[src/gsp_pkg.sv]
// Shared types, codes and constant tables of the GNSS sentence parser.
// No dependencies; every other file of the block imports this package.
package gsp_pkg;

  localparam logic [7:0] CH_DOLLAR = 8'h24;
  localparam logic [7:0] CH_COMMA  = 8'h2C;
  localparam logic [7:0] CH_DOT    = 8'h2E;
  localparam logic [7:0] CH_MINUS  = 8'h2D;
  localparam logic [7:0] CH_PLUS   = 8'h2B;
  localparam logic [7:0] CH_ZERO   = 8'h30;
  localparam logic [7:0] CH_NINE   = 8'h39;
  localparam logic [7:0] CH_CR     = 8'h0D;
  localparam logic [7:0] CH_LF     = 8'h0A;
  localparam logic [7:0] CH_A      = 8'h41;
  localparam logic [7:0] CH_S      = 8'h53;
  localparam logic [7:0] CH_W      = 8'h57;

  // Sentence heads, index 0 is $GPGGA, 1 $GNGGA, 2 $GPRMC, 3 $GNRMC.
  localparam logic [3:0][47:0] PREFIX_TEXT = {"$GNRMC", "$GPRMC", "$GNGGA", "$GPGGA"};

  localparam logic [1:0] TYPE_GGA  = 2'd0;
  localparam logic [1:0] TYPE_RMC  = 2'd1;
  localparam logic [1:0] TYPE_NONE = 2'd2;

  localparam logic [1:0] ST_OK      = 2'd0;
  localparam logic [1:0] ST_INVALID = 2'd1;
  localparam logic [1:0] ST_UNKNOWN = 2'd2;

  localparam logic [2:0] SLOT_LAT    = 3'd0;
  localparam logic [2:0] SLOT_LON    = 3'd1;
  localparam logic [2:0] SLOT_FIXQ   = 3'd2;
  localparam logic [2:0] SLOT_SATS   = 3'd3;
  localparam logic [2:0] SLOT_ALT    = 3'd4;
  localparam logic [2:0] SLOT_SPEED  = 3'd5;
  localparam logic [2:0] SLOT_COURSE = 3'd6;

  localparam int NUM_SLOTS = 7;

  localparam logic [31:0] LIMIT_ALT    = 32'd100000000;
  localparam logic [31:0] LIMIT_SPEED  = 32'd1000000000;
  localparam logic [31:0] LIMIT_COURSE = 32'd1000000;
  localparam logic [31:0] COORD_MAX    = 32'd2147483647;

  typedef enum logic [2:0] {
    KIND_COORD,
    KIND_COUNT,
    KIND_ALT,
    KIND_SPEED,
    KIND_COURSE
  } kind_t;

  // Pending-store operations that a byte causes, applied in this order:
  // clear, set flags, field write, commit, clear.
  typedef struct packed {
    logic       pre_clr;
    logic       set_lat_neg;
    logic       set_lon_neg;
    logic       set_active;
    logic       commit;
    logic [1:0] ctype;
    logic       post_clr;
  } ctl_t;

  typedef struct packed {
    logic        wr;
    logic [2:0]  slot;
    kind_t       kind;
    logic [31:0] n_int;
    logic [19:0] n_frac;
    logic        n_neg;
    logic        short_coord;
  } field_t;

  typedef struct packed {
    logic   valid;
    ctl_t   ctl;
    field_t fld;
  } pkt_t;

  function automatic logic [31:0] pow10(input logic [2:0] k);
    logic [31:0] r;
    unique case (k)
      3'd0: r = 32'd1;
      3'd1: r = 32'd10;
      3'd2: r = 32'd100;
      3'd3: r = 32'd1000;
      3'd4: r = 32'd10000;
      3'd5: r = 32'd100000;
      3'd6: r = 32'd1000000;
      3'd7: r = 32'd10000000;
      default: r = 32'd1;
    endcase
    return r;
  endfunction

endpackage

[src/gsp_commit.sv]
// Pending field store, kept fix record and the output register.
// Depends on gsp_pkg; applies clear, flag, write and commit in item order.
module gsp_commit
  import gsp_pkg::*;
(
  input  logic         clk,
  input  logic         rst,
  input  pkt_t         pkt,
  input  logic [31:0]  value,
  output logic         en,
  output logic         m_tvalid,
  input  logic         m_tready,
  output logic [159:0] m_tdata,
  output logic [3:0]   m_tuser
);

  logic [31:0] pend [NUM_SLOTS];
  logic [31:0] pv   [NUM_SLOTS];
  logic [9:0]  pflags, pflags_next, f;

  logic [31:0] kept_lat, kept_lon, lat_next, lon_next;
  logic [7:0]  kept_fixq, kept_sats, fixq_next, sats_next;
  logic [27:0] kept_alt, alt_next;
  logic [29:0] kept_speed, speed_next;
  logic [19:0] kept_course, course_next;
  logic        kept_valid, valid_next;
  logic        fire;
  logic [1:0]  status;

  assign en   = !m_tvalid || m_tready;
  assign fire = en && pkt.valid;

  always_comb begin
    f = pflags;
    if (pkt.ctl.pre_clr) f = '0;
    f[7] = f[7] | pkt.ctl.set_lat_neg;
    f[8] = f[8] | pkt.ctl.set_lon_neg;
    f[9] = f[9] | pkt.ctl.set_active;
    if (pkt.fld.wr) f[pkt.fld.slot] = 1'b1;
    for (int i = 0; i < NUM_SLOTS; i++)
      pv[i] = (pkt.fld.wr && pkt.fld.slot == 3'(i)) ? value : pend[i];
    pflags_next = pkt.ctl.post_clr ? '0 : f;

    lat_next    = kept_lat;
    lon_next    = kept_lon;
    fixq_next   = kept_fixq;
    sats_next   = kept_sats;
    alt_next    = kept_alt;
    speed_next  = kept_speed;
    course_next = kept_course;
    valid_next  = kept_valid;
    if (pkt.ctl.ctype != TYPE_NONE) begin
      lat_next = f[SLOT_LAT] ? pv[SLOT_LAT] : 32'd0;
      if (f[7]) lat_next = 32'd0 - lat_next;
      lon_next = f[SLOT_LON] ? pv[SLOT_LON] : 32'd0;
      if (f[8]) lon_next = 32'd0 - lon_next;
      if (pkt.ctl.ctype == TYPE_GGA) begin
        if (f[SLOT_FIXQ]) fixq_next = pv[SLOT_FIXQ][7:0];
        if (f[SLOT_SATS]) sats_next = pv[SLOT_SATS][7:0];
        if (f[SLOT_ALT])  alt_next  = pv[SLOT_ALT][27:0];
        valid_next = fixq_next != 8'd0;
      end else begin
        if (f[SLOT_SPEED])  speed_next  = pv[SLOT_SPEED][29:0];
        if (f[SLOT_COURSE]) course_next = pv[SLOT_COURSE][19:0];
        valid_next = f[9];
      end
    end
    status = (pkt.ctl.ctype == TYPE_NONE) ? ST_UNKNOWN : (valid_next ? ST_OK : ST_INVALID);
  end

  always_ff @(posedge clk) begin
    if (rst) begin
      pflags      <= '0;
      kept_lat    <= '0;
      kept_lon    <= '0;
      kept_fixq   <= '0;
      kept_sats   <= '0;
      kept_alt    <= '0;
      kept_speed  <= '0;
      kept_course <= '0;
      kept_valid  <= 1'b0;
      m_tvalid    <= 1'b0;
    end else begin
      if (m_tready) m_tvalid <= 1'b0;
      if (fire) begin
        pflags <= pflags_next;
        if (pkt.ctl.commit) begin
          kept_lat    <= lat_next;
          kept_lon    <= lon_next;
          kept_fixq   <= fixq_next;
          kept_sats   <= sats_next;
          kept_alt    <= alt_next;
          kept_speed  <= speed_next;
          kept_course <= course_next;
          kept_valid  <= valid_next;
          m_tvalid    <= 1'b1;
        end
      end
    end
  end

  always_ff @(posedge clk) begin
    if (fire && pkt.fld.wr) pend[pkt.fld.slot] <= value;
    if (fire && pkt.ctl.commit) begin
      m_tuser <= {pkt.ctl.ctype, status};
      m_tdata <= {course_next, speed_next, alt_next, lon_next, lat_next,
                  sats_next, fixq_next, valid_next && fixq_next != 8'd0, valid_next};
    end
  end

endmodule

[config.mk]
export PLATFORM = sky130hd
export DESIGN_NAME = gsp_commit
export DESIGN_NICKNAME = d
export VERILOG_FILES = /design/src/gsp_pkg.sv /design/src/gsp_commit.sv
export SDC_FILE = /design/constraint.sdc
export NUM_CORES = 1
export LEC_CHECK = 0
export BUFFER_PORTS_ARGS = -buffer_cell sky130_fd_sc_hd__clkbuf_2
export CORE_UTILIZATION = 35
export CTS_CLUSTER_SIZE = 16
export DETAILED_ROUTE_END_ITERATION = 6
export SLEW_MARGIN = 10
export SYNTH_ARGS = -nofsm -noshare
export SYNTH_HDL_FRONTEND = slang
export SYNTH_SLANG_ARGS = --single-unit
[constraint.sdc]
create_clock -name clk -period 12.5 [get_ports clk]
set_input_delay 3.75 -clock clk [delete_from_list [all_inputs] [get_ports clk]]
set_output_delay 3.75 -clock clk [all_outputs]
set_load 0.1 [all_outputs]
* Yosys cells after proc, flatten, opt, wreduce, memory -nomap -nowiden
Memories as Yosys holds them, arrays and structs flattened.
Cells that the tools add are included.
** Storage, ports and cells
- Bits in read-only memories :: 0
- Bits in latches :: 0
- Memories kept :: 1
- Bits in registers :: 334
- Word-level logic and storage cells :: 92
- RAM bits :: 224
** Memories
- pend :: depth 7, bits a word 32, read ports 7, clocked after memory_dff 0, wr ports 1, RTL line gsp_commit.sv:17 : logic [31:0] pend [NUM_SLOTS];
** Cells by class
- Bitwise operators :: 4
- Muxes and demuxes :: 43
- Multiply operators :: 0
- Shift operators :: 0
- Order comparisons :: 2
- Div/mod/pow operators :: 0
- Reductions and logical operators :: 19
- Equal/unequal tests :: 8
- Add/subtract/negate cells :: 2
** Operators with widths (number)
- $mux W32 :: 8
- $mux W30 :: 4
- $mux W28 :: 4
- $mux W20 :: 4
- $mux W8 :: 10
- $sub A1 B32 Y32 const A :: 2
- $mux W10 :: 3
- $reduce_bool A8 Y1 :: 2
- $logic_and A1 B1 Y1 :: 12
- $or A10 B8 Y10 :: 1
- $eq A3 B3 Y1 const B :: 3
- $mux W1 :: 9
- $eq A3 B2 Y1 const B :: 2
- $lt A3 B5 Y1 const B :: 1
- $demux W1 S3 :: 1
- $eq A3 B1 Y1 const B :: 1
- $ge A3 B1 Y1 const B :: 1
- $logic_not A3 Y1 :: 1
- $or A1 B1 Y1 :: 3
- $eq A2 B2 Y1 const B :: 1
- $logic_not A2 Y1 :: 1
- $ne A2 B2 Y1 const B :: 1
- $reduce_and A2 Y1 :: 1
- $logic_not A1 Y1 :: 1
- $logic_or A1 B1 Y1 :: 1

* Logic depth before layout (Yosys ltp)
Gate-level depths: netlist of the first run.
- Depth in word-level cells :: 13
- Depth in mapped cells :: 14
- Mapped depth without buffers :: 10

* Worst setup path before layout of the first run
Ideal clock, no wire load.
- Path kind :: input to register
- From :: input m_tready
- To :: register m_tdata[0], enable pin
- Arrival :: 10.249 ns
- Required time :: 11.908 ns
- Cell stages on the path :: 6
- Slack :: 1.659 ns
- Buffers on the path :: 3
- Path through :: nand2b_1 > clkbuf_1 > nand3_1 > inv_2 > clkbuf_1 > clkbuf_1
** Between the ends
- Word-level cells in the longest chain between the ends :: 3
** Ends and longest elaborated chain
- from (decl) :: RTL line gsp_commit.sv:12 : input logic m_tready,
- $logic_or A1 B1 Y1 :: RTL line gsp_commit.sv:30 : assign en = !m_tvalid || m_tready;
- named net en :: RTL line gsp_commit.sv:10 : output logic en,
- $logic_and A1 B1 Y1 :: RTL line gsp_commit.sv:31 : assign fire = en && pkt.valid;
- $logic_and A1 B1 Y1 :: RTL line gsp_commit.sv:104 : if (fire && pkt.ctl.commit) begin
- to (signal assigned) :: RTL line gsp_commit.sv:106 : m_tdata <= {course_next, speed_next, alt_next, lon_next, lat_next,
- to (decl) :: RTL line gsp_commit.sv:13 : output logic [159:0] m_tdata,
The timed path passes the listed nets, and every way through them passes these cells.
A chain may end at the register's enable or synchronous reset.

* Final worst setup path of the first run
- From :: input m_tready
- To :: output en
** Between the ends
- Word-level cells in the longest chain between the ends :: 1
** Ends and longest elaborated chain (RTL line)
- $logic_or A1 B1 Y1 :: gsp_commit.sv:30
- to (decl) :: gsp_commit.sv:10
No other way between the ends.

==> results of run 1 <==
## metrics by stage
step,hold slack [ns],std cells
final,0.454,3126
after floorplan,0.425,2110
after global routing,0.466,3126
after global placement,0.435,3022
after CTS,0.455,3126
after detailed placement,0.447,3022
## sequential cells by signal, indices dropped and copies added (netlist names)
signal       flops
kept_valid       1
kept_lat        32
pflags          10
kept_lon        32
kept_alt        28
pend           158
kept_fixq        8
m_tdata        160
m_tvalid         1
kept_speed      30
m_tuser          4
kept_sats        8
kept_course     20
## layout by cell type (no fill, tap or decap), types with 11 or more instances in the layout
master and n:
a31oi_1 32, nor4_1 23, a211oi_1 12, buf_4 32, xor2_1 17, nand3_1 24, clkbuf_1 11, a22oi_1 14
a41oi_1 12, edfxtp_1 322, a21oi_1 214, a22o_1 22, nor2b_1 14, o21ai_1 23, clkinv_2 13, clkbuf_16 57
nand2_1 385, o22ai_1 17, mux2_2 26, o31ai_1 11, clkbuf_2 212, dfxtp_1 170, xnor2_1 35, and3_1 53
inv_1 11, nor2_1 96, mux2i_1 99, nor3_1 37, o21ai_0 136
## path summary, 6_finish.rpt
path               start           to  slack (ns)  depth (start not counted)
min          kept_lon[5]  kept_lon[5]        0.45                          2
min reg2reg  kept_lon[5]  kept_lon[5]        0.45                          2
max             m_tready           en        4.12                          3
max reg2reg    pflags[1]  m_tdata[78]        8.85                         11
## critical path, stage by stage
cell,delay (ns)
clkbuf_2,0.08
nand2b_1,0.28
clkbuf_2,0.52
## layout make-up
cell class	instances	share of cell area
clock inverters	30	0.0109
repair buffers	244	0.0507
well taps	837	0.0408
clock buffers	74	0.0604
multi-input cells	1437	0.326
inverters	12	0.00205
flip-flops and latches	492	0.509
## per-layer routing
metal | track usage | vias up | share of wire
met3 | 0.0299 | 130 | 0.051
li1 | - | 7944 | -
met5 | 0 | - | 0
met4 | 0.0807 | 0 | 0.037
met1 | 0.261 | 8214 | 0.43
met2 | 0.333 | 521 | 0.48
## power by group through the flow
stage | clock, W | combinational [W] | sequential [W]
after global placement | 0 | 0.000410 | 0.00182
after global routing | 0.00173 | 0.000435 | 0.00179
final | 0.00162 | 0.000412 | 0.00179
after CTS | 0.00167 | 0.000415 | 0.00179
after floorplan | 0 | 0.000144 | 0.00199
after detailed placement | 0 | 0.000414 | 0.00182
## cell families (layout without fill, tap and decap cells)
| group | count (synthesis) | after routing | share of synthesized area |
|---|---|---|---|
| mux | 125 | 125 | 0.0581 |
| flops | 492 | 492 | 0.592 |
| fa+ha+maj | 2 | 2 | 0.00113 |
| compound gates | 550 | 550 | 0.147 |
| buf+inv | 181 | 360 | 0.0333 |
| simple gates | 708 | 708 | 0.148 |
| xor+xnor | 52 | 52 | 0.0206 |
==> impl_metrics.yaml, run 1 <==
outcome:
  status: "complete, no violations"
global_route:
  antenna_found_initial: 1
  grt_pass1_vias: 16524
  track_usage: 0.200
  grt_max_degree: 107
  grt_first_pass_wirelength_um: 98100
  grt_overflow: 0
clock_tree:
  cts_made_buffers: 55
  clk_latency_ns: 0.61
  htreeDepth: 2
  cts.sinks: 492
  post_cts_buffers: 0
  cts_buffer_depth: 3
  postCtsHoldBufs: 0
  cts_resized: 0
  root_buffer: "clkbuf_16"
  cts_tree: "built"
  clk_pin_slew_worst_paths_ns: 0.06
floorplanning:
  fp-row-count: 91
  fp.dieH_um: 253
  start_util: 0.356
  core_area_um2: 62100
  ios: 271
  die_x_um: 253
  dieArea_um2: 64100
pwr:
  p_clk_frac: 0.425
  p_seq_frac: 0.468
  p_per_area_nw_per_um2: 149
  p_leak_nw: 8.94
  combPwrFrac: 0.108
  p_int_w: 0.00280
  p_total_w: 0.00382
  vdd_ir_drop_max_uv: 118
  power.switching_w: 0.00102
  swShare: 0.267
setup_path:
  path_max_fanout: 6
  cp.required_ns: 8.75
  crit_type: "input port to output pin"
  critPathLaunchType: "input port"
  critPathCaptureType: "output pin"
  arrival_ns: 4.63
drt:
  first_pass_iters: 5
  routedWlPerCell_um: 20.6
  drt-total-wl_um: 64400
  viasPerCell: 5.38
  remaining_drc_errors: 0
  vias: 16809
  drtIter0Drc: 1335
  final_antenna_net_count: 0
timing:
  hold_viol: 0
  rsz0062_at_grt: "false"
  setup_viol: 0
  skew_ns: 0.0165
  worst_slack_ns: 4.12
  finalCritPeriodShare: 0.670
  maxSlewViolCount: 0
  worst_pin_slew_ns: 1.15
  fin_crit_ns: 8.38
  slew_headroom: 0.228
  tns_ns: 0
  fmax_ghz: 0.119
synth:
  yosysSeqAreaShare: 0.592
  synthTopCellsByArea: "edfxtp_1 44%, dfxtp_1 15%, nand2_1 6.5%"
  ys_types: 77
  syn_area_um2: 22100
  synthesis.nets: 2217
  synth_seq_cells: 492
  synth-main-ff-cell: "edfxtp_1"
  synth_top_area_share: 0.438
  synth_edf_count: 322
  async_reset_ff_frac: 0
  syn_area_per_cell_um2: 10.5
  yosys.cell_count.top_type: "nand2_1"
  synthCells: 2110
  synth_warnings: 0
  synthTopCellsByCount: "385 x nand2_1, 322 x edfxtp_1, 214 x a21oi_1"
  yosysTopAreaCell: "edfxtp_1"
cells_and_area:
  nFillCells: 5931
  final_area_um2: 25700
  multi_input_area_um2: 8380
  diodes: 0
  drive_gt1_frac: 0.173
  nets: 2349
  fin_util: 0.414
  seq_area_um2: 13100
  area_growth_pct: 16.3
placed_design:
  post_dp_cell_area_um2: 23900
  place_hpwl_um: 40700
  gp_congestion: 0.861
  dp_slack_ns: 4.12
  port-buffer-count: 213
min_path:
  hold_path.class: "register to register"
flow_run:
  maxCapViolCount: 0
No activity file was read; power rests on OpenSTA's default activity.
==> run 2, diff against run 1 <==
- ABC_AREA: unset -> 1
- clock period: 12.5 -> 7.4 ns (I/O delays scaled with it)
==> impl_metrics.yaml, run 2 <==
outcome:
  status: "complete, no violations"
clock_tree:
  root_buffer: "clkbuf_16"
  postCtsHoldBufs: 0
  clk_pin_slew_worst_paths_ns: 0.06
  cts_resized: 0
  cts_tree: "built"
  cts.sinks: 492
  cts_buffer_depth: 3
  cts_made_buffers: 52
  htreeDepth: 2
  clk_latency_ns: 0.62
  post_cts_buffers: 0
synth:
  synthTopCellsByCount: "795 x nand2_1, 383 x inv_1, 322 x edfxtp_1"
  synth_seq_cells: 492
  yosys.cell_count.top_type: "nand2_1"
  yosysTopAreaCell: "edfxtp_1"
  synthesis.nets: 2905
  async_reset_ff_frac: 0
  synth_warnings: 0
  syn_area_per_cell_um2: 8.30
  synthCells: 2798
  ys_types: 36
  synth_edf_count: 322
  synthTopCellsByArea: "edfxtp_1 42%, dfxtp_1 15%, nand2_1 13%"
  synth_top_area_share: 0.416
  syn_area_um2: 23200
  yosysSeqAreaShare: 0.563
  synth-main-ff-cell: "edfxtp_1"
drt:
  vias: 18617
  final_antenna_net_count: 0
  remaining_drc_errors: 0
  drtIter0Drc: 1582
  routedWlPerCell_um: 17.4
  viasPerCell: 4.83
  drt-total-wl_um: 67000
  first_pass_iters: 5
placed_design:
  post_dp_cell_area_um2: 25000
  gp_congestion: 0.906
  place_hpwl_um: 45600
  port-buffer-count: 213
timing:
  rsz0062_at_grt: "false"
  hold_viol: 0
  skew_ns: 0.0288
  tns_ns: 0
  finalCritPeriodShare: 0.700
  maxSlewViolCount: 0
  setup_viol: 0
  fmax_ghz: 0.193
  worst_pin_slew_ns: 1.06
  fin_crit_ns: 5.18
  slew_headroom: 0.295
  hold_slack_ns: 0.466
cells_and_area:
  seq_area_um2: 13100
  nets: 3053
  final_cell_mix: "793 x nand2_1, 381 x inv_1, 322 x edfxtp_1, 287 x o21ai_0, 217 x nand3_1"
  top_regs: "m_tdata x160, pend x158"
  nFillCells: 6586
  regMostFlops: "m_tdata"
  multi_input_area_um2: 8080
  drive_gt1_frac: 0.118
  area_growth_pct: 14.7
  fin_util: 0.405
  diodes: 0
  final_common_cell: "nand2_1"
  final_area_um2: 26600
  largest_reg_flops: 160
flow_run:
  maxCapViolCount: 0
pwr:
  p_per_area_nw_per_um2: 252
  vdd_ir_drop_max_uv: 150
  combPwrFrac: 0.159
  p_leak_nw: 12.3
  power.switching_w: 0.00199
  p_int_w: 0.00471
  p_total_w: 0.00670
  swShare: 0.298
  p_seq_frac: 0.464
  p_clk_frac: 0.377
min_path:
  hold_path.class: "register to register"
  hp-start: "pflags[5]"
global_route:
  grt_overflow: 0
  grt_pass1_vias: 16968
  grt_first_pass_wirelength_um: 102000
  track_usage: 0.196
  grt_max_degree: 118
  antenna_found_initial: 2
floorplanning:
  die_x_um: 260
  dieArea_um2: 67400
  start_util: 0.353
  ios: 271
  fp.dieH_um: 260
  core_area_um2: 65700
  fp-row-count: 94
setup_path:
  arrival_ns: 2.96
  worst_path_max_delay_cell: "clkbuf_2"
  path_max_fanout: 4
  crit-reg2reg-launch: "m_tvalid"
  crit_type: "input port to output pin"
  critPathLaunchType: "input port"
  slowest_delay_ns: 0.49
  critPathCaptureType: "output pin"
  crit_start: "m_tready"
  path_buf_inv: 3
  crit_family: "buffers and inverters"
  cp.required_ns: 5.18
  crit_top_cell: "clkbuf_2"
  crit_chain: "clkbuf_2, inv_1, nand2_1, clkbuf_2"
## run 2: changes by cell type in the layout (fill, tap and decap cells not counted), moves of 33 or more
cell,change
nand3_1,+193
a21oi_1,-96
inv_1,+370
nor3_1,-33
nor2_1,+61
mux2i_1,-99
nand2_1,+408
and3_1,-53
o21ai_0,+151
## run 2: per-stage QoR
step | worst slack, ns | cells
2_1_floorplan | 1.07 | 2798
6_report | 2.22 | 3853
3_5_place_dp | 2.07 | 3756
3_3_place_gp | 2.10 | 3756
5_1_grt | 2.17 | 3853
4_1_cts | 2.22 | 3853
## run 2: worst register-to-register path, stage by stage (launching register included)
cell and delay [ns]:
dfxtp_1 0.33, nand2_1 0.14, nand3_4 0.49, buf_4 0.55
buf_4 0.91, a21oi_1 0.20, o21ai_0 0.12, inv_1 0.06
## run 2: kinds of logic (layout without fill, tap and decap cells)
| kind of cell | Yosys count | count (layout) | synth area share |
|---|---|---|---|
| xor+xnor | 6 | 6 | 0.00226 |
| fa+ha+maj | 2 | 2 | 0.00108 |
| simple gates | 1215 | 1215 | 0.214 |
| flops | 492 | 492 | 0.563 |
| buf+inv | 540 | 731 | 0.0917 |
| compound gates | 543 | 543 | 0.128 |
## run 2: worst paths after layout
path,slack [ns],end,depth (start not counted)
max reg2reg,4.49,kept_speed[14],7
min,0.47,pflags[5],2
max,2.22,en,4
min reg2reg,0.47,pflags[5],2
## run 2: final cells by class
type / count / share of cell area
Timing Repair Buffer: 241 / 0.0489
Inverter: 393 / 0.0556
Clock inverter: 16 / 0.00610
Multi-Input combinational cell: 1766 / 0.303
Tap cell: 864 / 0.0406
Clock buffer: 81 / 0.0548
Sequential cell: 492 / 0.491
## run 2: power groups by stage
| stage | clock (W) | sequential [W] | combinational, W |
|---|---|---|---|
| final | 0.00253 | 0.00311 | 0.00106 |
| after global routing | 0.00270 | 0.00312 | 0.00115 |
| after CTS | 0.00259 | 0.00312 | 0.00107 |
| after detailed placement | 0 | 0.00317 | 0.00107 |
| after global placement | 0 | 0.00317 | 0.00106 |
| after floorplan | 0 | 0.00353 | 0.000437 |
## run 2: metal layers
metal,wire length (um),vias up,global-route usage
met4,1690,4,0.0565
met1,29000,8649,0.254
met5,26,-,0
met3,3140,102,0.0298
li1,-,9419,-
met2,33200,443,0.338
==> run 3, diff against run 2 <==
- clock period: 7.4 -> 5 ns (I/O delays scaled with it)
==> impl_metrics.yaml, run 3 (synthesis gave the netlist of run 2 again) <==
setup_path:
  path_max_fanout: 28
  critPathCaptureType: "register"
  slowest_delay_ns: 0.71
  critPathLaunchType: "input port"
  path_depth: 8
  crit_family: "compound AO/OA/AOI/OAI gates"
  r2r_cells: 6
  crit_top_cell: "nand3_1"
  arrival_ns: 4.11
  worst_path_max_delay_cell: "a21oi_1"
  path_buf_inv: 3
  cp.required_ns: 5.35
  crit_type: "input port to register"
  crit_chain: "clkbuf_2, inv_2, a21oi_1, inv_1, o21ai_1, nand3_1, nand3_1, nand2_1"
floorplanning:
  fp-row-count: 94
  core_area_um2: 65700
  dieArea_um2: 67400
  die_x_um: 260
  start_util: 0.353
  ios: 271
  fp.dieH_um: 260
placed_design:
  place_hpwl_um: 45500
  gp_congestion: 0.909
  dp.cells: 3769
  port-buffer-count: 213
pwr:
  p_leak_nw: 12.5
  vdd_ir_drop_max_uv: 224
  p_per_area_nw_per_um2: 378
drt:
  routedWlPerCell_um: 17.3
  drt-total-wl_um: 66800
  drtIter0Drc: 1420
  vias: 18616
  final_antenna_net_count: 0
  viasPerCell: 4.81
  remaining_drc_errors: 0
  first_pass_iters: 7
clock_tree:
  cts_buffer_depth: 3
  clk_pin_slew_worst_paths_ns: 0.06
  cts_tree: "built"
  root_buffer: "clkbuf_16"
  clk_latency_ns: 0.62
  cts_made_buffers: 52
  cts.sinks: 492
  htreeDepth: 2
  cts_resized: 0
  postCtsHoldBufs: 0
  post_cts_buffers: 0
cells_and_area:
  fin_util: 0.409
  top_regs: "m_tdata x160, pend x158"
  final_cells: 3868
  largest_reg_flops: 160
  nets: 3066
  final_cell_mix: "793 x nand2_1, 381 x inv_1, 322 x edfxtp_1, 287 x o21ai_0, 217 x nand3_1"
  area_growth_pct: 15.9
  regMostFlops: "m_tdata"
  final_common_cell: "nand2_1"
  seq_area_um2: 13100
  multi_input_area_um2: 8080
  nFillCells: 6572
  drive_gt1_frac: 0.128
timing:
  slew_headroom: 0.383
  tns_ns: 0
  worst_pin_slew_ns: 0.924
  finalCritPeriodShare: 0.751
  setup_viol: 0
  hold_viol: 0
  rsz0062_at_grt: "false"
  skew_ns: 0.0300
  fmax_ghz: 0.266
  fin_crit_ns: 3.76
  maxSlewViolCount: 0
global_route:
  grt_overflow: 0
  track_usage: 0.197
  antenna_found_initial: 4
  grt_pass1_vias: 17055
  grt_max_degree: 218
  grt_first_pass_wirelength_um: 102000
min_path:
  hold_path.class: "register to register"
  hold_depth: 2
outcome:
  status: "complete, no violations"
flow_run:
  maxCapViolCount: 0
-- run 3: routing by layer --
metal | global-route usage | wire, um
met1 | 0.251 | 28700
met2 | 0.331 | 32100
met3 | 0.0317 | 3520
met4 | 0.0796 | 2510
met5 | 0 | 40
-- run 3: metrics by stage --
stage          power [W]  worst slack [ns]  instance area [um^2]  hold WS, ns
4_1_cts           0.0103              1.26                 26900        0.465
5_1_grt           0.0106              1.07                 26900        0.475
3_3_place_gp     0.00627             0.676                 25200        0.452
2_1_floorplan    0.00587             0.300                 23200        0.445
6_report          0.0102              1.24                 26900        0.467
3_5_place_dp     0.00628             0.730                 25200        0.455
-- run 3: worst reg2reg max path, cell delays in order (launching register included) --
cell     delay (ns)
dfxtp_1        0.31
a21oi_1        0.70
inv_1          0.69
o21ai_1        0.44
nand3_1        0.13
nand3_1        0.19
nand2_1        0.13
-- run 3: cell type report --
type	instances	area share
Sequential cell	492	0.486
Clock inverter	30	0.0128
Timing Repair Buffer	254	0.0535
Multi-Input combinational cell	1766	0.300
Antenna cell	1	0.0000930
Tap cell	864	0.0402
Clock buffer	68	0.0528
Inverter	393	0.0551
-- run 3: where the power goes --
| group | internal [W] | switching [W] | total, W |
|---|---|---|---|
| clock network | 0.00233 | 0.00166 | 0.00399 |
| registers | 0.00454 | 0.0000623 | 0.00461 |
| logic | 0.000312 | 0.00127 | 0.00158 |
-- run 3: final timing paths --
path / from / to / slack (ns)
max: pkt[68] / m_tdata[71] / 1.24
min: pflags[5] / pflags[5] / 0.47
max reg2reg: pflags[8] / m_tdata[71] / 2.17
min reg2reg: pflags[5] / pflags[5] / 0.47
